===== src/rtl/fcvl_pkg.sv =====
// ----------------------------------------------------------------------------
// fcvl_pkg
// Shared types, constants and fixed-point helpers for the dq decoupling
// and voltage limit block.
// ----------------------------------------------------------------------------
package fcvl_pkg;

    localparam int DATA_WIDTH = 24;
    localparam int FRAC_BITS  = 20;
    localparam int MAG_WIDTH  = DATA_WIDTH - 1;
    localparam int PROD_WIDTH = 2 * DATA_WIDTH;
    localparam int WIDE_WIDTH = PROD_WIDTH - FRAC_BITS;
    localparam int ROOT_WIDTH = DATA_WIDTH;
    localparam int REM_WIDTH  = ROOT_WIDTH + 3;
    localparam int CELL_COUNT = ROOT_WIDTH;
    localparam int FRONT_STAGES = 5;
    localparam int STAGE_COUNT  = FRONT_STAGES + CELL_COUNT + 1;

    localparam logic signed [WIDE_WIDTH-1:0] SAT_HI =
        WIDE_WIDTH'((64'sd1 <<< (DATA_WIDTH - 1)) - 64'sd1);
    localparam logic signed [WIDE_WIDTH-1:0] SAT_LO = -SAT_HI - WIDE_WIDTH'(1);

    typedef logic signed [DATA_WIDTH-1:0] word_t;
    typedef logic [MAG_WIDTH-1:0]         mag_t;

    typedef enum logic [1:0] {
        REG_FLUX_GAIN  = 2'd0,
        REG_CROSS_GAIN = 2'd1,
        REG_SLIP_GAIN  = 2'd2
    } reg_index_t;

    typedef struct packed {
        word_t usd;
        word_t usq;
        mag_t  lim;
        logic  ovl;
        logic  dclamp;
    } meta_t;

    typedef struct packed {
        logic [REM_WIDTH-1:0]  rem;
        logic [ROOT_WIDTH-1:0] root;
        logic [PROD_WIDTH-1:0] x;
        meta_t                 meta;
    } cell_t;

    function automatic word_t sat_wide(input logic signed [WIDE_WIDTH-1:0] v);
        word_t r;
        if (v > SAT_HI) begin
            r = SAT_HI[DATA_WIDTH-1:0];
        end else if (v < SAT_LO) begin
            r = SAT_LO[DATA_WIDTH-1:0];
        end else begin
            r = v[DATA_WIDTH-1:0];
        end
        return r;
    endfunction

    function automatic logic signed [WIDE_WIDTH-1:0] sext_word(input word_t v);
        return WIDE_WIDTH'(v);
    endfunction

    // Product floored to the fixed-point scale, then saturated.
    function automatic word_t fmul(input word_t a, input word_t b);
        logic signed [PROD_WIDTH-1:0] p;
        p = PROD_WIDTH'(a) * PROD_WIDTH'(b);
        return sat_wide(signed'(p[PROD_WIDTH-1:FRAC_BITS]));
    endfunction

endpackage


===== src/rtl/fcvl_sqrt_cell.sv =====
// ----------------------------------------------------------------------------
// fcvl_sqrt_cell
// One digit of the integer square root: takes two operand bits, decides one
// root bit and hands the partial remainder to the next cell.
// ----------------------------------------------------------------------------
module fcvl_sqrt_cell (
    input  logic            clk,
    input  logic            en,
    input  fcvl_pkg::cell_t cell_in,
    output fcvl_pkg::cell_t cell_out
);

    logic [fcvl_pkg::REM_WIDTH-1:0] rem_sh, trial;
    fcvl_pkg::cell_t cell_reg, cell_next;

    always_comb
    begin
        rem_sh = {cell_in.rem[fcvl_pkg::REM_WIDTH-3:0],
                  cell_in.x[fcvl_pkg::PROD_WIDTH-1 -: 2]};
        trial  = {1'b0, cell_in.root, 2'b01};
        cell_next      = cell_in;
        cell_next.x    = {cell_in.x[fcvl_pkg::PROD_WIDTH-3:0], 2'b00};
        if (rem_sh >= trial)
        begin
            cell_next.rem  = rem_sh - trial;
            cell_next.root = {cell_in.root[fcvl_pkg::ROOT_WIDTH-2:0], 1'b1};
        end
        else
        begin
            cell_next.rem  = rem_sh;
            cell_next.root = {cell_in.root[fcvl_pkg::ROOT_WIDTH-2:0], 1'b0};
        end
    end

    always_ff @(posedge clk)
    begin
        if (en)
        begin
            cell_reg <= cell_next;
        end
    end

    assign cell_out = cell_reg;

endmodule


===== config.mk =====
export PLATFORM = sky130hd
export DESIGN_NAME = fcvl_sqrt_cell
export DESIGN_NICKNAME = d
export VERILOG_FILES = /design/src/rtl/fcvl_pkg.sv /design/src/rtl/fcvl_sqrt_cell.sv
export SDC_FILE = /design/constraint.sdc
export NUM_CORES = 1
export LEC_CHECK = 0
export ABC_CLOCK_PERIOD_IN_PS = 2600
export BUFFER_PORTS_ARGS = -buffer_cell sky130_fd_sc_hd__buf_4
export CAP_MARGIN = 20
export CORE_ASPECT_RATIO = 0.5
export CORE_MARGIN = 4
export CORE_UTILIZATION = 43
export DETAILED_ROUTE_END_ITERATION = 10
export PLACE_DENSITY_LB_ADDON = 0.05
export REMOVE_ABC_BUFFERS = 1
export SYNTH_ARGS = -nofsm -noshare
export SYNTH_HDL_FRONTEND = slang
export SYNTH_SLANG_ARGS = --single-unit

===== constraint.sdc =====
create_clock -name clk -period 2.6 [get_ports clk]
set_input_delay 0.26 -clock clk [delete_from_list [all_inputs] [get_ports clk]]
set_output_delay 0.26 -clock clk [all_outputs]
set_load 0.005 [all_outputs]

==> metrics.cfg <==
[cells_and_area]
final_common_cell = buf_4
finalCoreUtilization = 0.751
drive_above_1_share = 0.431
antenna_cells = 0
final_cell_mix = buf_4, edfxtp_1, dlygate4sd3_1
largest_register_ffs = 170
area_delta_synth_final_pct = 69.8
final_nets = 1143

[power]
ir_drop_mv = 0.458
power.total_mw = 7.51
cellPowerDensity_nw_per_um2 = 644
power.leakage_nw = 5.12

[synthesis]
syn-cell-area_sq_um = 6870
yosysTopAreaCellShare = 0.743
netlist_top_cells_area = edfxtp_1, ha_1, a21oi_1, nand2_1, xnor2_1
ys_types = 48
synth_area_per_cell_sq_um = 15.5
synth_seq_area_share = 0.743
synthArstFlopShare = 0
yosys.area.top_type = edfxtp_1
synth-seq-cells = 170
ys.flop_type = edfxtp_1
yosysWarnings = 0
synthCells = 443
synth_edf_count = 170

[run]
cap_viol_max_count = 0

[clock_network]
cts_setup_buffers = 0
cts_tree = yes
cts_buffers = 17
cts_hold_buf = 100
cts.sinks = 170
clockBufferDepth = 2
ctsResizeCount = 0
path_clk_slew_ns = 0.07
root_buffer = clkbuf_16
h-tree-depth = 4

[setup_path]
slowest_stage = ha_1
crit_chain = buf_4, inv_1, ha_1, and4_1, nand3_1, o22a_1, o21ai_1, nand4b_1, nand2_2, inv_2, mux2_2
worstSetupPathType = input pin to flop
critPathLaunchType = input pin
cp_max_fo = 7
critical_path_arrival_ns = 2.42
crit_path_max_incr_delay_ns = 0.41
end_kind = flop
cp.required_ns = 2.77

[floorplanning]
die_w_um = 187
ioPinCount = 346
core_area_sq_um = 15500
num_rows = 32
initial_utilization = 0.442
die_area_sq_um = 18200
die_h_um = 97.4

[detailed_routing]
wl_per_cell_um = 19.9
vias_per_cell = 4.83
via_count = 5608
drc = 0
drt_iter0_markers = 296
postRouteAntennaNets = 0
wirelength_um = 23000
first_pass_iters = 5

[placement]
dp_hpwl_um = 14700
gp_congestion = 0.784
port_buffers = 341

[timing]
drv_slew = 0
fin_tns_setup_ns = 0
whs_ns = 0.0120
setup_viol = 0
min_period_ns = 2.24
clock.fmax_mhz = 446
hold_viol = 0
fin_crit_sh = 0.863
grt_setup_unrepaired = false

[global_routing]
grt_max_degree = 58
grt_pass1_wl_um = 32300
overflow = 0
grt_use_total = 0.230
grt_pass1_vias = 5804
antenna_found_initial = 0

[min_path]
hp-class = input pin to flop

[outcome]
status = completed

[cell usage after synthesis, types with 4 or more instances]
cell type	count
buf_4	4
o21a_1	4
a21oi_1	27
xnor2_1	13
a31oi_1	4
nand3_1	11
o21ai_0	9
nand2_1	33
buf_2	5
a21o_1	12
ha_1	26
o21ai_1	21
inv_1	30
edfxtp_1	170
nor2_1	11
a211oi_1	4
xor2_1	9
nand4_1	4
[cells by family after synthesis]
group,after synthesis,synth area share
buffers and inverters,41,0.0266
flip-flops,170,0.743
XOR/XNOR,22,0.0280
other,1,0.000546
adder cells (fa/ha/maj),26,0.0473
AO/OA/AOI/OAI,101,0.0936
AND/OR/NAND/NOR,79,0.0564
multiplexers,3,0.00491
[critical path: cells and delay by family]
family                   cells  cell delay (ns)
buffers and inverters        3             0.31
adder cells (fa/ha/maj)      1             0.41
AND/OR/NAND/NOR              4             0.76
AO/OA/AOI/OAI                2             0.30
multiplexers                 1             0.36
[path summary, 6_finish.rpt]
path	startpoint	slack (ns)	endpoint	cells after the start
worst max-delay path	cell_in[131]	0.36	cell_out[169]	11
worst min-delay path	cell_in[92]	0.01	cell_out[94]	1
[where the power goes]
| part | leakage (nW) | switching (mW) | total, mW | internal, mW |
|---|---|---|---|---|
| logic | 3.16 | 0.595 | 1.41 | 0.813 |
| clock network | 0.293 | 1.16 | 2.70 | 1.54 |
| registers | 1.66 | 0.0895 | 3.41 | 3.32 |
[final cells by class]
cell class,count,area (sq um)
repair buffers,490,3990
multi-input cells,233,1590
flip-flops and latches,170,5100
fillers,1048,3860
clock inverters,14,181
inverters,31,116
well taps,204,255
clock buffers,18,429
[layer usage]
metal  track usage  wire, um  up-vias  share of wire
met5             0         0        -              0
met1         0.249      8770     2688           0.38
met2         0.443     12600      203           0.55
li1              -         -     2681              -
met3        0.0642      1130       36          0.049
met4        0.0608       510        0          0.022
[per-stage QoR]
stage	setup slack, ns	instances	instance area [sq um]
after CTS	0.392	1146	11500
after global placement	-0.0391	1014	9920
after floorplan	-0.163	434	6810
final	0.356	1160	11700
after detailed placement	-0.0484	1014	9920
after global routing	0.200	1160	11700
Note: power is estimated with default switching activity, not from simulation.
